--- src/hdl/mi3_pkg.sv ---
// ----------------------------------------------------------------------------
// mi3_pkg
// Shared widths and request/result types for the 3x3 fixed-point inverse.
// ----------------------------------------------------------------------------
package mi3_pkg;

  localparam int ELEM_W        = 16;
  localparam int FRAC_BITS_DEF = 8;
  // cofactor: difference of two ELEM_W x ELEM_W products
  localparam int COF_W         = 2 * ELEM_W + 1;
  // determinant: sum of three ELEM_W x COF_W products
  localparam int DET_W         = 3 * ELEM_W + 3;
  // quotient bits resolved by the divider before clamping
  localparam int QB            = ELEM_W + 1;
  localparam int COF_LAT       = 4;
  localparam int DIV_LAT       = QB + 3;

  typedef logic signed [ELEM_W-1:0] elem_t;
  typedef logic signed [COF_W-1:0]  cof_t;
  typedef logic signed [DET_W-1:0]  det_t;

  typedef struct packed {
    elem_t in_r0c0;
    elem_t in_r0c1;
    elem_t in_r0c2;
    elem_t in_r1c0;
    elem_t in_r1c1;
    elem_t in_r1c2;
    elem_t in_r2c0;
    elem_t in_r2c1;
    elem_t in_r2c2;
  } mat_in_t;

  typedef struct packed {
    elem_t out_r0c0;
    elem_t out_r0c1;
    elem_t out_r0c2;
    elem_t out_r1c0;
    elem_t out_r1c1;
    elem_t out_r1c2;
    elem_t out_r2c0;
    elem_t out_r2c1;
    elem_t out_r2c2;
    logic  singular;
    logic  saturated;
  } mat_out_t;

  // per-lane status from the divider to the top level
  typedef struct packed {
    logic clip;
    logic zero;
  } lane_stat_t;

endpackage

--- src/hdl/mi3_div_lane.sv ---
// ----------------------------------------------------------------------------
// mi3_div_lane
// Pipelined restoring divider: cofactor * 2^(2*FRAC_BITS) / det, truncated
// toward zero and clamped to the element range. One quotient bit per stage.
// ----------------------------------------------------------------------------
module mi3_div_lane import mi3_pkg::*; #(
  parameter int FRAC_BITS = FRAC_BITS_DEF
) (
  input  logic       clk,
  input  logic       en,
  input  cof_t       cof,
  input  det_t       det,
  output elem_t      q,
  output lane_stat_t stat
);

  localparam int NW = COF_W + 2 * FRAC_BITS;   // scaled numerator magnitude
  localparam int XW = DET_W + QB;              // compare width
  localparam logic [QB-1:0] POS_LIM = QB'((1 << (ELEM_W - 1)) - 1);
  localparam logic [QB-1:0] NEG_LIM = QB'(1 << (ELEM_W - 1));

  // prep stage: magnitudes, sign, zero test
  logic [NW-1:0]    n0;
  logic [DET_W-1:0] d0;
  logic             neg0, zero0;

  always_ff @(posedge clk) begin
    if (en) begin
      n0    <= NW'(cof[COF_W-1] ? -cof : cof) << (2 * FRAC_BITS);
      d0    <= det[DET_W-1] ? -det : det;
      neg0  <= cof[COF_W-1] ^ det[DET_W-1];
      zero0 <= (det == '0);
    end
  end

  // step pipeline; index 0 holds the range check result
  logic [NW-1:0]    rem  [QB+1];
  logic [QB-1:0]    quo  [QB+1];
  logic [DET_W-1:0] dv   [QB+1];
  logic             sneg [QB+1];
  logic             szer [QB+1];
  logic             ssat [QB+1];

  // range check: quotient would need more than QB bits
  always_ff @(posedge clk) begin
    if (en) begin
      rem[0]  <= n0;
      quo[0]  <= '0;
      dv[0]   <= d0;
      sneg[0] <= neg0;
      szer[0] <= zero0;
      ssat[0] <= XW'(n0) >= (XW'(d0) << QB);
    end
  end

  for (genvar s = 0; s < QB; s++) begin : g_step
    localparam int K = QB - 1 - s;
    logic [XW-1:0] trial;
    logic          take;
    assign trial = XW'(dv[s]) << K;
    assign take  = XW'(rem[s]) >= trial;

    always_ff @(posedge clk) begin
      if (en) begin
        rem[s+1]  <= take ? rem[s] - NW'(trial) : rem[s];
        quo[s+1]  <= quo[s] | (QB'(take) << K);
        dv[s+1]   <= dv[s];
        sneg[s+1] <= sneg[s];
        szer[s+1] <= szer[s];
        ssat[s+1] <= ssat[s];
      end
    end
  end

  // sign, clamp and singular override
  logic [QB-1:0] qf;
  logic          over;
  assign qf   = quo[QB];
  assign over = ssat[QB] || (sneg[QB] ? (qf > NEG_LIM) : (qf > POS_LIM));

  always_ff @(posedge clk) begin
    if (en) begin
      stat.zero <= szer[QB];
      if (szer[QB]) begin
        q         <= '0;
        stat.clip <= 1'b0;
      end else if (sneg[QB]) begin
        q         <= over ? -ELEM_W'(NEG_LIM) : -ELEM_W'(qf);
        stat.clip <= over;
      end else begin
        q         <= over ? ELEM_W'(POS_LIM) : ELEM_W'(qf);
        stat.clip <= over;
      end
    end
  end

endmodule

--- config.mk ---
export PLATFORM = sky130hd
export DESIGN_NAME = mi3_div_lane
export DESIGN_NICKNAME = d
export VERILOG_FILES = /design/src/hdl/mi3_pkg.sv /design/src/hdl/mi3_div_lane.sv
export SDC_FILE = /design/constraint.sdc
export NUM_CORES = 2
export LEC_CHECK = 0
export CORE_MARGIN = 4
export CORE_UTILIZATION = 50
export CTS_CLUSTER_DIAMETER = 150
export DETAILED_ROUTE_END_ITERATION = 6
export DONT_BUFFER_PORTS = 1
export PLACE_DENSITY = 0.73
export SKIP_CTS_REPAIR_TIMING = 1
export SLEW_MARGIN = 20
export SYNTH_ARGS = -nofsm -noshare
export SYNTH_HDL_FRONTEND = slang
export SYNTH_SLANG_ARGS = --single-unit
--- constraint.sdc ---
create_clock -name clk -period 11 [get_ports clk]
set_clock_uncertainty 0.1 [all_clocks]
set_input_delay 0 -clock clk [delete_from_list [all_inputs] [get_ports clk]]
set_output_delay 0 -clock clk [all_outputs]
set_load 0.01 [all_outputs]
==> metrics <==
status=complete, no violations; DRT Wirelength=260,000 um; total CTS buffers=204; ANT nets after route=0; Final #Nets=10,200; final total power=18.3 mW; vias=70,100; WHS Path Cells=4; Layout fillers=17,000; Final Hold Vio Count=0; synth top area cells=edfxtp_1 53%, ha_1 8.8%, mux2_2 3.8%; GRT overflow=0; Initial Utilization=50.4%; Post-synth top flop=edfxtp_1; Critical Path Fanout Max=202; Worst setup EP type=flip-flop; unrepaired setup endpoints after global routing=no; reg2reg setup slack=5.57 ns; initial antenna violation count=2; area fraction of the dominant cell type after synthesis=53.5%; layout cells sized above 1=8.17%; final cycle utilization of the critical path=53.7%; setup_tns=0 ns; Num Clock Sinks=1,859; Rel. slew slack=21.0%; Final Worst Setup Slack=5.10 ns; most frequent cells in the layout=1,859 x edfxtp_1, 894 x inv_1, 732 x ha_1; area leader, netlist=edfxtp_1; reg2reg path depth=14; dpl ws=4.47 ns; DP HPWL=201,000 um; PD cells=158 nW/um^2; final setup fails=0; Clk Latency, worst-skew pair=0.86 ns; WP data arrival=6.27 ns; Leak=47.0 nW; number of I/O pins=104; IO buf count=0; maxcap violations=0; Max Slew Vio Count=0; post-synthesis sequential area ratio=53.5%; most used cell, CP=buf_16; tightest hold margin=0.00409 ns; clock-pin slew on the worst setup and hold paths=0.06 ns; wire per inst=21.0 um; Final Critical Period=5.90 ns; Hold EP=d0[31]$_DFFE_PP_; area of the die=216,000 um^2; largest net degree at the start of global routing=252; Gate Count Post-Synth=9,220; Yosys cell types=86; CORE AREA=207,000 um^2; CP Class=primary input to flip-flop; CTS Buffer Depth=3; worst flop-to-flop path startpoint=dv[10][8]$_DFFE_PP_; synthesized flop and latch total=1,859; Slew @ Worst Pin=1.19 ns; Worst Hold Launch=det[29]; drt pass-1 iters=6; vias per cell=5.67; global-route wire length before repair=394,000 um; synthesized area per cell=11.3 um^2; CTS Root Buffer Type=clkbuf_16; DIE WIDTH=465 um; Ys Warns=0; GR Util All Layers=23.4%; synthesis-to-layout area growth=11.3%; most common cell after layout, fill and taps aside=edfxtp_1; fmax=169 MHz; VDD IR max=0.168 mV; Startpoint Class=primary input; RD Place Congestion=1.01; Post-synth EDFFs=1,859; Critical-path top delay cell=dlygate4sd3_1; reg-to-reg endpoint=rem[11][21]$_DFFE_PP_; CTS tree=done; DRT iter0 DRCs=4,430; Critical Path, Cell by Cell=dlygate4sd3_1 -> buf_16 -> buf_16 -> buf_16 -> buf_16 -> buf_16 -> buf_16 -> buf_16 -> buf_16 -> buf_16 -> buf_16; H-tree depth=4; worst path required time=11.37 ns; row count=167; die height=465 um; Hold Path Class=primary input to flip-flop; synthesized area=104,000 um^2; Max stage delay on crit path=0.62 ns; residual DRC count=0; vias in the first global route=71,700; asr flop ratio synth=0%; syn nets=10,100
==> through the flow <==
stage | instance area, um^2 | util (%) | instances
after floorplan | 104000 | - | 9220
after global placement | 108000 | 51.9 | 11800
after detailed placement | 108000 | 51.9 | 11800
after CTS | 114000 | 55.1 | 12200
after global routing | 116000 | 56.0 | 12300
final | 116000 | 56.0 | 12300
==> cells by family (layout without fill, tap and decap cells) <==
family                     Yosys count  count (layout)  share of synthesized area, %
AOI/OAI and AO/OA                 2418            2418                          14.5
and+or+nand+nor                   2020            2020                          9.41
DFF                               1859            1859                          53.5
buffers and inverters             1168            1498                          4.21
adders and majority gates          748             748                          9.08
xor gates and xnor gates           645             645                          5.41
muxes                              362             362                          3.89
other                                0              10                             0
==> synth_stat cells (14+ instances only) <==
library cell / n
or2_2: 21
o211ai_1: 36
xnor2_1: 418
ha_1: 732
inv_1: 894
a21o_1: 394
o31ai_1: 62
clkbuf_1: 252
xor2_1: 227
nand2_1: 642
a2111oi_0: 17
nor4_1: 75
o31a_1: 20
edfxtp_1: 1859
o21bai_1: 93
nor3_1: 115
mux2_2: 348
nand3_1: 155
o2111ai_1: 17
a211oi_1: 50
nor3b_1: 15
a211o_1: 21
o41ai_1: 20
nor2b_1: 103
fa_1: 16
or4_1: 28
and3_1: 67
mux2i_1: 14
o221ai_1: 14
nand2b_1: 93
o21ai_0: 605
a21boi_0: 18
a21oi_1: 715
and2_1: 38
a31oi_1: 81
buf_1: 15
and4_1: 18
nor2_1: 429
or3_1: 42
nand4_1: 147
o21a_1: 86
a221oi_1: 21
a41oi_1: 16
==> power by group <==
group | leakage, nW | switching, mW | internal [mW]
clock | 3.18 | 2.84 | 3.86
sequential | 18.2 | 0.260 | 8.32
combinational | 25.6 | 1.81 | 1.23
==> state kept, by name, summed over array words and instances, names as in the netlist <==
name,flops
dv,867
sneg,18
quo,153
n0,33
rem,681
neg0,1
zero0,1
ssat,18
szer,18
stat,2
q,16
d0,51
==> routing by layer <==
| metal | vias up | GRT usage (%) | share of wire [%] | wire (um) |
|---|---|---|---|---|
| met5 | - | 0 | 0 | 0 |
| met4 | 0 | 18.6 | 9.3 | 24300 |
| met3 | 771 | 2.52 | 2.7 | 7050 |
| met2 | 1635 | 46.6 | 55 | 143000 |
| met1 | 33200 | 20.8 | 33 | 85000 |
| li1 | 34400 | - | - | - |
==> worst max path at each step <==
stage / startpoint / to / depth (start not counted)
after global routing: en / rem[16][46]$_DFFE_PP_ / 11
after detailed placement: en / dv[15][48]$_DFFE_PP_ / 9
final: en / rem[16][46]$_DFFE_PP_ / 11
after floorplan: rem[5][31]$_DFFE_PP_ / rem[6][22]$_DFFE_PP_ / 13
after global placement: en / dv[14][49]$_DFFE_PP_ / 6
after CTS: en / dv[16][49]$_DFFE_PP_ / 9
==> layout make-up <==
type / count / area [um^2] / share of cell area, %
Inverter: 895 / 3360 / 2.89
Antenna cell: 10 / 25.0 / 0.0215
Clock buffer: 238 / 5230 / 4.50
Multi-Input combinational cell: 6193 / 44400 / 38.2
Tap cell: 2788 / 3490 / 3.00
Timing Repair Buffer: 229 / 2480 / 2.13
Sequential cell: 1859 / 55800 / 48.0
Clock inverter: 136 / 1370 / 1.18
==> critical path: cells and delay by family <==
| family | cells | cell delay, ns |
|---|---|---|
| buf+inv | 11 | 5.09 |
Power figures use the tool's default switching activity.
